**src/hw/rtl/tlssni_pkg.sv**
```systemverilog
package tlssni_pkg;

  localparam int unsigned MaxMessageBytes  = 16384;
  localparam int unsigned MaxHostnameBytes = 255;

  localparam logic [1:0] ST_OK        = 2'd0;
  localparam logic [1:0] ST_NOT_FOUND = 2'd1;
  localparam logic [1:0] ST_TRUNCATED = 2'd2;
  localparam logic [1:0] ST_INVALID   = 2'd3;

  localparam logic [4:0] PH_IDLE    = 5'd0;
  localparam logic [4:0] PH_REC     = 5'd1;
  localparam logic [4:0] PH_HTYPE   = 5'd2;
  localparam logic [4:0] PH_HLEN    = 5'd3;
  localparam logic [4:0] PH_FIXED   = 5'd4;
  localparam logic [4:0] PH_SIDLEN  = 5'd5;
  localparam logic [4:0] PH_SIDSKIP = 5'd6;
  localparam logic [4:0] PH_CSLEN   = 5'd7;
  localparam logic [4:0] PH_CSSKIP  = 5'd8;
  localparam logic [4:0] PH_CMLEN   = 5'd9;
  localparam logic [4:0] PH_CMSKIP  = 5'd10;
  localparam logic [4:0] PH_EXTSLEN = 5'd11;
  localparam logic [4:0] PH_EXTHDR  = 5'd12;
  localparam logic [4:0] PH_EXTSKIP = 5'd13;
  localparam logic [4:0] PH_LISTLEN = 5'd14;
  localparam logic [4:0] PH_ENTHDR  = 5'd15;
  localparam logic [4:0] PH_ENTSKIP = 5'd16;
  localparam logic [4:0] PH_NAME    = 5'd17;
  localparam logic [4:0] PH_DONE    = 5'd18;

  localparam logic [7:0] RecordType    = 8'h16;
  localparam logic [7:0] HelloType     = 8'h01;
  localparam logic [6:0] MaxLabelBytes = 7'd63;
  localparam logic [15:0] FixedBytes   = 16'd34;
  localparam logic [7:0] ChDot         = 8'h2e;
  localparam logic [7:0] ChDash        = 8'h2d;

  // one result word: name byte and/or final status
  typedef struct packed {
    logic [7:0] name_length;
    logic [1:0] status;
    logic       done_res;
    logic [7:0] name_byte;
    logic       name_byte_valid;
  } res_t;

endpackage

```
**src/hw/rtl/tls_client_hello_sni_extract.sv**
```systemverilog
// A result appears on m_axis in the cycle after the byte that causes it.
// Throughput: one byte per cycle; s_axis_tready holds while the output register
//   is empty or being taken in the same cycle.
// Parsing state is updated by one pass of logic per byte between s_axis and the
//   result register. rst (synchronous, active high) returns to idle, awaiting start.
module tls_client_hello_sni_extract #(
  parameter int unsigned MAX_MESSAGE_BYTES  = tlssni_pkg::MaxMessageBytes,
  parameter int unsigned MAX_HOSTNAME_BYTES = tlssni_pkg::MaxHostnameBytes
) (
  input  logic        clk,
  input  logic        rst,
  input  logic        s_axis_tvalid,
  output logic        s_axis_tready,
  input  logic [23:0] s_axis_tdata,  // message_length[15:0], data_byte[23:16]
  input  logic        s_axis_tuser,  // start_req
  output logic        m_axis_tvalid,
  input  logic        m_axis_tready,
  output logic [23:0] m_axis_tdata   // name_byte_valid, name_byte, done_res, status,
                                     // name_length, 4'b0
);
  import tlssni_pkg::*;

  logic [4:0]  phase, phase_next;
  logic [15:0] pos, pos_next, msg_end, msg_end_next, hello_end, hello_end_next;
  logic [15:0] exts_end, exts_end_next, ext_end, ext_end_next, list_end, list_end_next;
  logic [23:0] acc, acc_next;
  logic [15:0] left, left_next;
  logic        hello_short, hello_short_next, exts_short, exts_short_next;
  logic [15:0] seen, seen_next;
  logic [6:0]  label, label_next;
  logic [7:0]  prev, prev_next;
  logic        nvalid, nvalid_next;

  res_t        res, res_next;
  logic        res_vld, res_vld_next;

  logic        accept;
  logic        start;
  logic [15:0] mlen;
  logic [7:0]  b;

  assign start = s_axis_tuser;
  assign mlen  = s_axis_tdata[15:0];
  assign b     = s_axis_tdata[23:16];

  assign s_axis_tready = !m_axis_tvalid || m_axis_tready;
  assign accept        = s_axis_tvalid && s_axis_tready;
  assign m_axis_tvalid = res_vld;
  assign m_axis_tdata  = {4'b0, res.name_length, res.status, res.done_res,
                          res.name_byte, res.name_byte_valid};

  function automatic logic [15:0] left_in(input logic [15:0] e, input logic [15:0] p);
    left_in = (e > p) ? e - p : 16'd0;
  endfunction

  function automatic logic is_alnum(input logic [7:0] c);
    is_alnum = (c >= 8'h30 && c <= 8'h39) || (c >= 8'h41 && c <= 8'h5a) ||
               (c >= 8'h61 && c <= 8'h7a);
  endfunction

  logic [15:0] p1;
  logic [23:0] sh;
  logic [15:0] dec;
  logic [15:0] r_msg, r_hello, r_exts, r_ext, r_list;
  logic [15:0] n16;
  logic [23:0] child;
  logic [7:0]  ch_len;
  logic        ch_ok;
  logic [6:0]  lab_n;
  logic        last_ok;

  always_comb begin
    phase_next = phase; pos_next = pos; msg_end_next = msg_end;
    hello_end_next = hello_end; exts_end_next = exts_end; ext_end_next = ext_end;
    list_end_next = list_end; acc_next = acc; left_next = left;
    hello_short_next = hello_short; exts_short_next = exts_short;
    seen_next = seen; label_next = label; prev_next = prev; nvalid_next = nvalid;
    res_next = '0; res_vld_next = 1'b0;

    p1      = pos + 16'd1;
    sh      = {acc[15:0], b};
    dec     = left - 16'd1;
    r_msg   = left_in(msg_end, p1);
    r_hello = left_in(hello_end, p1);
    r_exts  = left_in(exts_end, p1);
    r_ext   = left_in(ext_end, p1);
    r_list  = left_in(list_end, p1);
    n16     = sh[15:0];
    child   = 24'd0;
    ch_ok   = nvalid;
    lab_n   = label;
    last_ok = 1'b0;
    ch_len  = 8'd0;

    if (start) begin
      phase_next = PH_IDLE; pos_next = 16'd0; msg_end_next = mlen;
      hello_end_next = '0; exts_end_next = '0; ext_end_next = '0; list_end_next = '0;
      acc_next = '0; left_next = '0; hello_short_next = 1'b0; exts_short_next = 1'b0;
      seen_next = '0; label_next = '0; prev_next = '0; nvalid_next = 1'b1;
      if (32'(mlen) > MAX_MESSAGE_BYTES || mlen == 16'd0) begin
        phase_next = PH_DONE; res_next.done_res = 1'b1; res_next.status = ST_INVALID;
      end else begin
        pos_next = 16'd1;
        if (mlen >= 16'd5 && b == RecordType) begin
          phase_next = PH_REC; left_next = 16'd4;
        end else if (b != HelloType) begin
          phase_next = PH_DONE; res_next.done_res = 1'b1; res_next.status = ST_INVALID;
        end else if (left_in(mlen, 16'd1) < 16'd3) begin
          phase_next = PH_DONE; res_next.done_res = 1'b1; res_next.status = ST_TRUNCATED;
        end else begin
          phase_next = PH_HLEN; left_next = 16'd3;
        end
      end
      res_vld_next = res_next.done_res;
    end else if (phase != PH_IDLE && phase != PH_DONE && pos < msg_end) begin
      pos_next = p1;
      unique case (phase)
        PH_REC: begin
          acc_next = sh; left_next = dec;
          if (dec == 16'd0) begin
            if (n16 > r_msg) begin
              phase_next = PH_DONE; res_next.status = ST_TRUNCATED;
            end else begin
              msg_end_next = p1 + n16;
              if (n16 == 16'd0) begin
                phase_next = PH_DONE; res_next.status = ST_INVALID;
              end else begin
                phase_next = PH_HTYPE; left_next = 16'd1; acc_next = '0;
              end
            end
          end
        end
        PH_HTYPE: begin
          if (b != HelloType) begin
            phase_next = PH_DONE; res_next.status = ST_INVALID;
          end else if (r_msg < 16'd3) begin
            phase_next = PH_DONE; res_next.status = ST_TRUNCATED;
          end else begin
            phase_next = PH_HLEN; left_next = 16'd3; acc_next = '0;
          end
        end
        PH_HLEN: begin
          acc_next = sh; left_next = dec;
          if (dec == 16'd0) begin
            child = (sh < {8'd0, r_msg}) ? sh : {8'd0, r_msg};
            hello_short_next = child < sh;
            if (child == 24'd0 && sh != 24'd0) begin
              phase_next = PH_DONE; res_next.status = ST_TRUNCATED;
            end else begin
              hello_end_next = p1 + child[15:0];
              if (child[15:0] < FixedBytes) begin
                phase_next = PH_DONE; res_next.status = ST_TRUNCATED;
              end else begin
                phase_next = PH_FIXED; left_next = FixedBytes; acc_next = '0;
              end
            end
          end
        end
        PH_FIXED: begin
          left_next = dec;
          if (dec == 16'd0) begin
            if (r_hello < 16'd1) begin
              phase_next = PH_DONE; res_next.status = ST_TRUNCATED;
            end else begin
              phase_next = PH_SIDLEN; left_next = 16'd1; acc_next = '0;
            end
          end
        end
        PH_SIDLEN, PH_SIDSKIP: begin
          if (phase == PH_SIDLEN && r_hello < {8'd0, b}) begin
            phase_next = PH_DONE; res_next.status = ST_TRUNCATED;
          end else if (phase == PH_SIDLEN && b != 8'd0) begin
            phase_next = PH_SIDSKIP; left_next = {8'd0, b}; acc_next = '0;
          end else if (phase == PH_SIDSKIP && dec != 16'd0) begin
            left_next = dec;
          end else if (r_hello < 16'd2) begin
            phase_next = PH_DONE; res_next.status = ST_TRUNCATED;
          end else begin
            phase_next = PH_CSLEN; left_next = 16'd2; acc_next = '0;
          end
        end
        PH_CSLEN: begin
          acc_next = sh; left_next = dec;
          if (dec == 16'd0) begin
            if (n16[0]) begin
              phase_next = PH_DONE; res_next.status = ST_INVALID;
            end else if (r_hello < n16) begin
              phase_next = PH_DONE; res_next.status = ST_TRUNCATED;
            end else if (n16 != 16'd0) begin
              phase_next = PH_CSSKIP; left_next = n16; acc_next = '0;
            end else if (r_hello < 16'd1) begin
              phase_next = PH_DONE; res_next.status = ST_TRUNCATED;
            end else begin
              phase_next = PH_CMLEN; left_next = 16'd1; acc_next = '0;
            end
          end
        end
        PH_CSSKIP: begin
          left_next = dec;
          if (dec == 16'd0) begin
            if (r_hello < 16'd1) begin
              phase_next = PH_DONE; res_next.status = ST_TRUNCATED;
            end else begin
              phase_next = PH_CMLEN; left_next = 16'd1; acc_next = '0;
            end
          end
        end
        PH_CMLEN, PH_CMSKIP: begin
          if (phase == PH_CMLEN && r_hello < {8'd0, b}) begin
            phase_next = PH_DONE; res_next.status = ST_TRUNCATED;
          end else if (phase == PH_CMLEN && b != 8'd0) begin
            phase_next = PH_CMSKIP; left_next = {8'd0, b}; acc_next = '0;
          end else if (phase == PH_CMSKIP && dec != 16'd0) begin
            left_next = dec;
          end else if (r_hello == 16'd0) begin
            phase_next = PH_DONE; res_next.status = ST_NOT_FOUND;
          end else if (r_hello < 16'd2) begin
            phase_next = PH_DONE; res_next.status = ST_TRUNCATED;
          end else begin
            phase_next = PH_EXTSLEN; left_next = 16'd2; acc_next = '0;
          end
        end
        PH_EXTSLEN: begin
          acc_next = sh; left_next = dec;
          if (dec == 16'd0) begin
            child[15:0] = (n16 < r_hello) ? n16 : r_hello;
            exts_short_next = child[15:0] < n16;
            if (child[15:0] == 16'd0 && n16 != 16'd0) begin
              phase_next = PH_DONE; res_next.status = ST_TRUNCATED;
            end else begin
              exts_end_next = p1 + child[15:0];
              // walk check: bytes left equals the clamped length
              if (child[15:0] >= 16'd4) begin
                phase_next = PH_EXTHDR; left_next = 16'd4; acc_next = '0;
              end else begin
                phase_next = PH_DONE;
                res_next.status = (hello_short || exts_short_next) ? ST_TRUNCATED
                                                                   : ST_NOT_FOUND;
              end
            end
          end
        end
        PH_EXTHDR: begin
          // type bytes are ORed together; only a zero type matters
          acc_next = (left > 16'd2) ? {16'd0, acc[7:0] | b} : sh;
          left_next = dec;
          if (dec == 16'd0) begin
            if (n16 > r_exts) begin
              phase_next = PH_DONE; res_next.status = ST_TRUNCATED;
            end else begin
              ext_end_next = p1 + n16;
              if (sh[23:16] == 8'd0) begin
                if (n16 < 16'd2) begin
                  phase_next = PH_DONE; res_next.status = ST_TRUNCATED;
                end else begin
                  phase_next = PH_LISTLEN; left_next = 16'd2; acc_next = '0;
                end
              end else if (n16 != 16'd0) begin
                phase_next = PH_EXTSKIP; left_next = n16; acc_next = '0;
              end else if (r_exts >= 16'd4) begin
                phase_next = PH_EXTHDR; left_next = 16'd4; acc_next = '0;
              end else begin
                phase_next = PH_DONE;
                res_next.status = (hello_short || exts_short) ? ST_TRUNCATED
                                                              : ST_NOT_FOUND;
              end
            end
          end
        end
        PH_EXTSKIP: begin
          left_next = dec;
          if (dec == 16'd0) begin
            if (r_exts >= 16'd4) begin
              phase_next = PH_EXTHDR; left_next = 16'd4; acc_next = '0;
            end else begin
              phase_next = PH_DONE;
              res_next.status = (hello_short || exts_short) ? ST_TRUNCATED : ST_NOT_FOUND;
            end
          end
        end
        PH_LISTLEN: begin
          acc_next = sh; left_next = dec;
          if (dec == 16'd0) begin
            if (r_ext < n16) begin
              phase_next = PH_DONE; res_next.status = ST_TRUNCATED;
            end else begin
              list_end_next = p1 + n16;
              if (n16 >= 16'd3) begin
                phase_next = PH_ENTHDR; left_next = 16'd3; acc_next = '0;
              end else begin
                phase_next = PH_DONE; res_next.status = ST_NOT_FOUND;
              end
            end
          end
        end
        PH_ENTHDR: begin
          acc_next = sh; left_next = dec;
          if (dec == 16'd0) begin
            if (r_list < n16) begin
              phase_next = PH_DONE; res_next.status = ST_TRUNCATED;
            end else if (sh[23:16] == 8'd0) begin
              if (n16 == 16'd0 || 32'(n16) > MAX_HOSTNAME_BYTES) begin
                phase_next = PH_DONE; res_next.status = ST_INVALID;
              end else begin
                phase_next = PH_NAME; left_next = n16; acc_next = '0;
                seen_next = '0; label_next = '0; prev_next = '0; nvalid_next = 1'b1;
              end
            end else if (n16 != 16'd0) begin
              phase_next = PH_ENTSKIP; left_next = n16; acc_next = '0;
            end else if (r_list >= 16'd3) begin
              phase_next = PH_ENTHDR; left_next = 16'd3; acc_next = '0;
            end else begin
              phase_next = PH_DONE; res_next.status = ST_NOT_FOUND;
            end
          end
        end
        PH_ENTSKIP: begin
          left_next = dec;
          if (dec == 16'd0) begin
            if (r_list >= 16'd3) begin
              phase_next = PH_ENTHDR; left_next = 16'd3; acc_next = '0;
            end else begin
              phase_next = PH_DONE; res_next.status = ST_NOT_FOUND;
            end
          end
        end
        PH_NAME: begin
          res_next.name_byte_valid = 1'b1;
          res_next.name_byte = b;
          if (b == ChDot) begin
            if (label == 7'd0 || label > MaxLabelBytes || prev == ChDash) ch_ok = 1'b0;
            lab_n = 7'd0;
          end else begin
            if (!(is_alnum(b) || b == ChDash)) ch_ok = 1'b0;
            if (label == 7'd0 && b == ChDash) ch_ok = 1'b0;
            if (label < 7'd64) lab_n = label + 7'd1;
          end
          label_next = lab_n; prev_next = b; seen_next = seen + 16'd1;
          nvalid_next = ch_ok; left_next = dec;
          if (dec == 16'd0) begin
            last_ok = ch_ok && lab_n != 7'd0 && lab_n <= MaxLabelBytes && b != ChDash;
            nvalid_next = last_ok;
            ch_len = seen_next[7:0];
            phase_next = PH_DONE;
            res_next.status = last_ok ? ST_OK : ST_INVALID;
            res_next.name_length = last_ok ? ch_len : 8'd0;
          end
        end
        default: ;
      endcase
      if (phase_next == PH_DONE) res_next.done_res = 1'b1;
      res_vld_next = res_next.done_res || res_next.name_byte_valid;
    end
  end

  always_ff @(posedge clk) begin
    if (rst) begin
      phase <= PH_IDLE; pos <= '0; msg_end <= '0; hello_end <= '0; exts_end <= '0;
      ext_end <= '0; list_end <= '0; acc <= '0; left <= '0; hello_short <= 1'b0;
      exts_short <= 1'b0; seen <= '0; label <= '0; prev <= '0; nvalid <= 1'b1;
      res_vld <= 1'b0;
    end else begin
      if (accept) begin
        phase <= phase_next; pos <= pos_next; msg_end <= msg_end_next;
        hello_end <= hello_end_next; exts_end <= exts_end_next; ext_end <= ext_end_next;
        list_end <= list_end_next; acc <= acc_next; left <= left_next;
        hello_short <= hello_short_next; exts_short <= exts_short_next;
        seen <= seen_next; label <= label_next; prev <= prev_next; nvalid <= nvalid_next;
        res_vld <= res_vld_next;
      end else if (m_axis_tready) begin
        res_vld <= 1'b0;
      end
    end
  end

  always_ff @(posedge clk) begin
    if (accept) res <= res_next;
  end

`ifndef SYNTH
  a_phase_range: assert property (@(posedge clk) disable iff (rst) phase <= PH_DONE)
    else $error("phase out of range");
  a_hold: assert property (@(posedge clk) disable iff (rst)
    m_axis_tvalid && !m_axis_tready |=> m_axis_tvalid)
    else $error("result dropped");
  a_done_phase: assert property (@(posedge clk) disable iff (rst)
    accept && res_vld_next && res_next.done_res |=> phase == PH_DONE)
    else $error("status without done phase");
  a_name_in_name: assert property (@(posedge clk) disable iff (rst)
    accept && res_next.name_byte_valid |-> phase == PH_NAME)
    else $error("name byte outside name");
`endif

endmodule
```
**config.mk**
```make
export PLATFORM = sky130hd
export DESIGN_NAME = tls_client_hello_sni_extract
export DESIGN_NICKNAME = d
export VERILOG_FILES = /design/src/hw/rtl/tlssni_pkg.sv /design/src/hw/rtl/tls_client_hello_sni_extract.sv
export SDC_FILE = /design/constraint.sdc
export NUM_CORES = 1
export LEC_CHECK = 0
export BUFFER_PORTS_ARGS = -buffer_cell sky130_fd_sc_hd__buf_4
export CAP_MARGIN = 5
export CORE_ASPECT_RATIO = 1.75
export CORE_UTILIZATION = 64
export CTS_CLUSTER_DIAMETER = 40
export DETAILED_ROUTE_END_ITERATION = 8
export HOLD_SLACK_MARGIN = 0.02
export PLACE_DENSITY = 0.78
export SYNTH_ARGS = -nofsm -noshare
export SYNTH_HDL_FRONTEND = slang
export SYNTH_SLANG_ARGS = --single-unit
```
**constraint.sdc**
```tcl
create_clock -name clk -period 23.3 [get_ports clk]
set_input_delay 1.165 -clock clk [delete_from_list [all_inputs] [get_ports clk]]
set_output_delay 1.165 -clock clk [all_outputs]
set_load 0.005 [all_outputs]
```
==> flow_metrics.py, run 1 <==
metrics = {
    "clocking": {
        "ctsResizeCount": 0,
        "ctsHoldBuffers": 0,
        "max-clock-path-buffers": 2,
        "post-cts-setup-buffers": 0,
        "h-tree-depth": 4,
        "cts.sinks": 180,
        "cts_root_buf": "clkbuf_16",
        "cts_buffers": 17,
    },
    "global_route": {
        "grt_usage": 0.742,
        "grt_max_degree": 79,
        "grt_pass1_wl_um": 203000,
        "grt_pass1_vias": 28900,
        "grt_overflow_total": 348,
    },
    "outcome": {
        "firstError": "[ERROR GRT-0116] Global routing finished with congestion. Check the congestion regions in the DRC Viewer.",
        "flow.stopped_at": "global routing",
        "outcome": "aborted with a tool error",
    },
    "synth": {
        "muxShareOfSynthArea": 0.0233,
        "ys_ff_latch": 180,
        "synth_area_sq_mm": 0.0222,
        "synth_warnings": 0,
        "ys.flop_type": "dfxtp_1",
        "synth_edf_count": 20,
        "yosysUniqueCellTypes": 100,
        "async_flop_share": 0,
        "synth-simple-area-share": 0.244,
        "synth-xor-area-share": 0.0567,
        "synth_top_family_by_area": "compound AO/OA/AOI/OAI gates",
        "synth-seq-area-share": 0.171,
        "syn_avg_cell_area_sq_um": 7.24,
        "synth_fa_ha_area_frac": 0.153,
        "syn_inst": 3070,
        "synth_compound_area_frac": 0.295,
    },
    "floorplanning": {
        "dieWidth_um": 143,
        "rows": 89,
        "start_util": 0.654,
        "die_h_um": 248,
        "ios": 55,
    },
    "place": {
        "dp_hpwl_um": 80600,
        "io_buffers": 50,
        "place_congestion": 1.23,
    },
}
## synth_stat cells (all sizes together) (21+ instances only)
cell	number	area (sq um)
xor2	51	454
nand2	228	856
dfxtp	160	3200
mux2i	46	460
nor4	35	231
nor2b	36	225
a22oi	37	278
o21ai	235	1180
a211oi	58	455
nor2	380	1430
nor3	131	676
ha	257	3220
o21a	37	278
nand2b	32	200
o21bai	27	203
inv	155	587
nand4	45	297
a31oi	37	231
and2	21	134
o211ai	32	240
clkbuf	151	567
nand3	79	405
and3	31	194
xnor2	74	648
or3	23	144
a21oi	243	1220
a21o	65	488
o31ai	22	184
## metal layers
| layer | global-route usage | GRT overflow |
|---|---|---|
| met3 | 0.573 | 4 |
| met4 | 0.741 | 139 |
| met5 | 0.179 | 2 |
| met1 | 0.731 | 1 |
| met2 | 0.933 | 202 |
## metrics by stage
step / cells / util / setup WS [ns] / instance area, sq um
after floorplan: 3073 / - / 14.62 / 22200
after global placement: 3469 / 0.677 / 13.58 / 23000
after detailed placement: 3469 / 0.677 / 13.19 / 23000
after CTS: 3501 / 0.694 / 13.12 / 23600
## logic make-up after synthesis
group                      Yosys count
xor gates and xnor gates           132
buffers and inverters              326
DFF                                180
AOI/OAI and AO/OA                  990
and+or+nand+nor                   1122
adders and majority gates          268
other                                1
muxes                               51
==> run 2, diff against run 1 <==
--- a/config.mk
+++ b/config.mk
@@ -7,12 +7,9 @@
 export LEC_CHECK = 0
 export BUFFER_PORTS_ARGS = -buffer_cell sky130_fd_sc_hd__buf_4
 export CAP_MARGIN = 5
-export CORE_ASPECT_RATIO = 1.75
-export CORE_UTILIZATION = 64
-export CTS_CLUSTER_DIAMETER = 40
+export CORE_UTILIZATION = 40
 export DETAILED_ROUTE_END_ITERATION = 8
-export HOLD_SLACK_MARGIN = 0.02
-export PLACE_DENSITY = 0.78
+export PLACE_DENSITY_LB_ADDON = 0.15
 export SYNTH_ARGS = -nofsm -noshare
 export SYNTH_HDL_FRONTEND = slang
 export SYNTH_SLANG_ARGS = --single-unit
==> flow_metrics.py, run 2 <==
metrics = {
    "synth": {
        "synth_warnings": 0,
        "yosysUniqueCellTypes": 100,
        "synth-xor-area-share": 0.0567,
        "synth_area_sq_mm": 0.0222,
        "async_flop_share": 0,
        "synth_edf_count": 20,
        "synth_fa_ha_area_frac": 0.153,
        "yosys.area.top_type": "ha_1",
        "syn_avg_cell_area_sq_um": 7.24,
        "synthTopCellsByArea": "ha_1 (14%), dfxtp_1 (14%), nor2_1 (6.4%)",
        "ys_ff_latch": 180,
        "synthMostInstantiatedCell": "nor2_1",
        "synth_top_family_by_area": "compound AO/OA/AOI/OAI gates",
        "netlist_top_cells_count": "nor2_1 (380), ha_1 (257), a21oi_1 (243)",
        "synth-simple-area-share": 0.244,
        "synth-seq-area-share": 0.171,
        "ys.flop_type": "dfxtp_1",
        "muxShareOfSynthArea": 0.0233,
        "synth_top_area_share": 0.145,
        "syn_inst": 3070,
        "synth_compound_area_frac": 0.295,
    },
    "sta": {
        "finalSetupViolCount": 0,
        "clock_skew_ns": 0.0256,
        "grt_setup_unrepaired": "false",
        "setup_tns_ns": 0,
        "maxSlewHeadroom": 0.0826,
        "hold_viol": 0,
        "tightest_slew_ns": 1.36,
        "post-route-period-util": 0.432,
        "fmax_mhz": 99.3,
        "drv_slew": 0,
        "min_period_ns": 10.08,
        "hold_slack_ns": 0.477,
    },
    "worst_hold_path": {
        "hold_class": "register to register",
        "whs_path_depth": 2,
    },
    "clocking": {
        "clkLatencyLatePin_ns": 0.52,
        "max-clock-path-buffers": 2,
        "ctsResizeCount": 0,
        "ctsHoldBuffers": 0,
        "cts.sinks": 180,
        "clk_pin_slew_worst_paths_ns": 0.08,
        "cts_buffers": 17,
        "cts_tree": "done",
        "h-tree-depth": 4,
        "post-cts-setup-buffers": 0,
        "cts_root_buf": "clkbuf_16",
    },
    "routing": {
        "viasPerCell": 6.56,
        "drt_first_pass_iters": 9,
        "wirelength_um": 108000,
        "vias": 24900,
        "wl_per_cell_um": 28.5,
        "drc": 0,
        "antenna_left": 0,
        "drtIter0Drc": 3113,
    },
    "final_layout": {
        "stdcell_area_sq_mm": 0.0240,
        "nFillCells": 5694,
        "nNetsFinal": 3329,
        "drive_gt1_frac": 0.0715,
        "largest_reg_flops": 20,
        "final_common_cell": "nor2_1",
        "area_growth_pct": 7.98,
        "layout_common_cells": "nor2_1 (378), ha_1 (257), a21oi_1 (243), nand2_1 (228), o21ai_0 (226)",
    },
    "setup_path": {
        "crit_path_max_incr_delay_ns": 0.92,
        "cp_top_family": "compound AO/OA/AOI/OAI gates",
        "critPathBufInv": 3,
        "cp_slowest_cell": "o21ai_0",
        "crit_fanout": 32,
        "end_kind": "register",
        "crit_type": "register to register",
        "critical_path_depth": 32,
        "reg2regPathDepth": 32,
        "arrival_ns": 10.43,
        "worstPathRequired_ns": 23.66,
        "start_kind": "register",
    },
    "global_route": {
        "grt_usage": 0.374,
        "grt_max_degree": 91,
        "antenna_found_initial": 2,
        "grt_pass1_vias": 23000,
        "grt_overflow_total": 0,
        "grt_pass1_wl_um": 155000,
    },
    "floorplanning": {
        "dieArea_sq_mm": 0.0565,
        "coreArea_sq_mm": 0.0550,
        "start_util": 0.404,
        "rows": 86,
        "dieWidth_um": 238,
        "die_h_um": 238,
        "ios": 55,
    },
    "place": {
        "placed_area_sq_mm": 0.0234,
        "dp_hpwl_um": 82300,
        "place_congestion": 1.06,
        "io_buffers": 50,
    },
    "power_and_ir_drop": {
        "power_mw": 2.05,
        "irDropWorstVdd_mv": 0.0777,
        "power_per_cell_area_mw_per_mm2": 85.3,
        "p_leak_nw": 9.88,
    },
    "job": {
        "drv_cap": 0,
    },
    "outcome": {
        "outcome": "completed",
    },
}
-- run 2: kinds of logic (layout without fill, tap and decap cells) --
family,count (synthesis),in the layout
buf+inv,326,301
xor+xnor,132,132
compound gates,990,990
simple gates,1122,1122
other cells,1,5
mux,51,51
flops,180,180
fa+ha+maj,268,268
-- run 2: final timing paths --
path,from,end,slack [ns]
setup reg to reg,pos[3],exts_end[15],13.22
hold / removal,ext_end[12],ext_end[12],0.48
hold reg to reg,ext_end[12],ext_end[12],0.48
setup / recovery,pos[3],exts_end[15],13.22
-- run 2: power breakdown --
part / switching, mW / internal (mW) / leakage (nW) / total (mW)
combinational: 0.904 / 0.470 / 8.09 / 1.37
sequential: 0.0244 / 0.328 / 1.50 / 0.352
clock: 0.173 / 0.147 / 0.290 / 0.320
-- run 2: area by class of cell --
type,instances,area [sq um],area share
Clock inverter,14,166,0.00694
Multi-Input combinational cell,2567,17200,0.717
Sequential cell,180,3800,0.159
Clock buffer,18,439,0.0183
Timing Repair Buffer,113,848,0.0354
Inverter,156,591,0.0246
Antenna cell,1,2.50,0.000104
Tap cell,748,936,0.0390
-- run 2: through the flow --
| step | worst slack (ns) | std cells | util |
|---|---|---|---|
| finish | 13.22 | 3797 | 0.436 |
| global route | 12.49 | 3796 | 0.436 |
| CTS | 13.42 | 3796 | 0.436 |
| detailed placement | 13.46 | 3764 | 0.425 |
| global placement | 13.64 | 3764 | 0.425 |
| floorplan | 14.62 | 3073 | - |
-- run 2: metal layers --
layer	routed length, um	part of all wire	global-route usage	vias to the layer above
met5	13	0.00012	0	-
met3	9240	0.086	0.0627	350
li1	-	-	-	11300
met2	46900	0.43	0.581	1381
met1	43800	0.41	0.472	11900
met4	8100	0.075	0.257	2
-- run 2: worst min-delay path, stage by stage, from the launching register on --
cell and delay, ns:
dfxtp_1 0.32, nand2_1 0.05, a21oi_1 0.05
No activity file was read; power rests on OpenSTA's default activity.
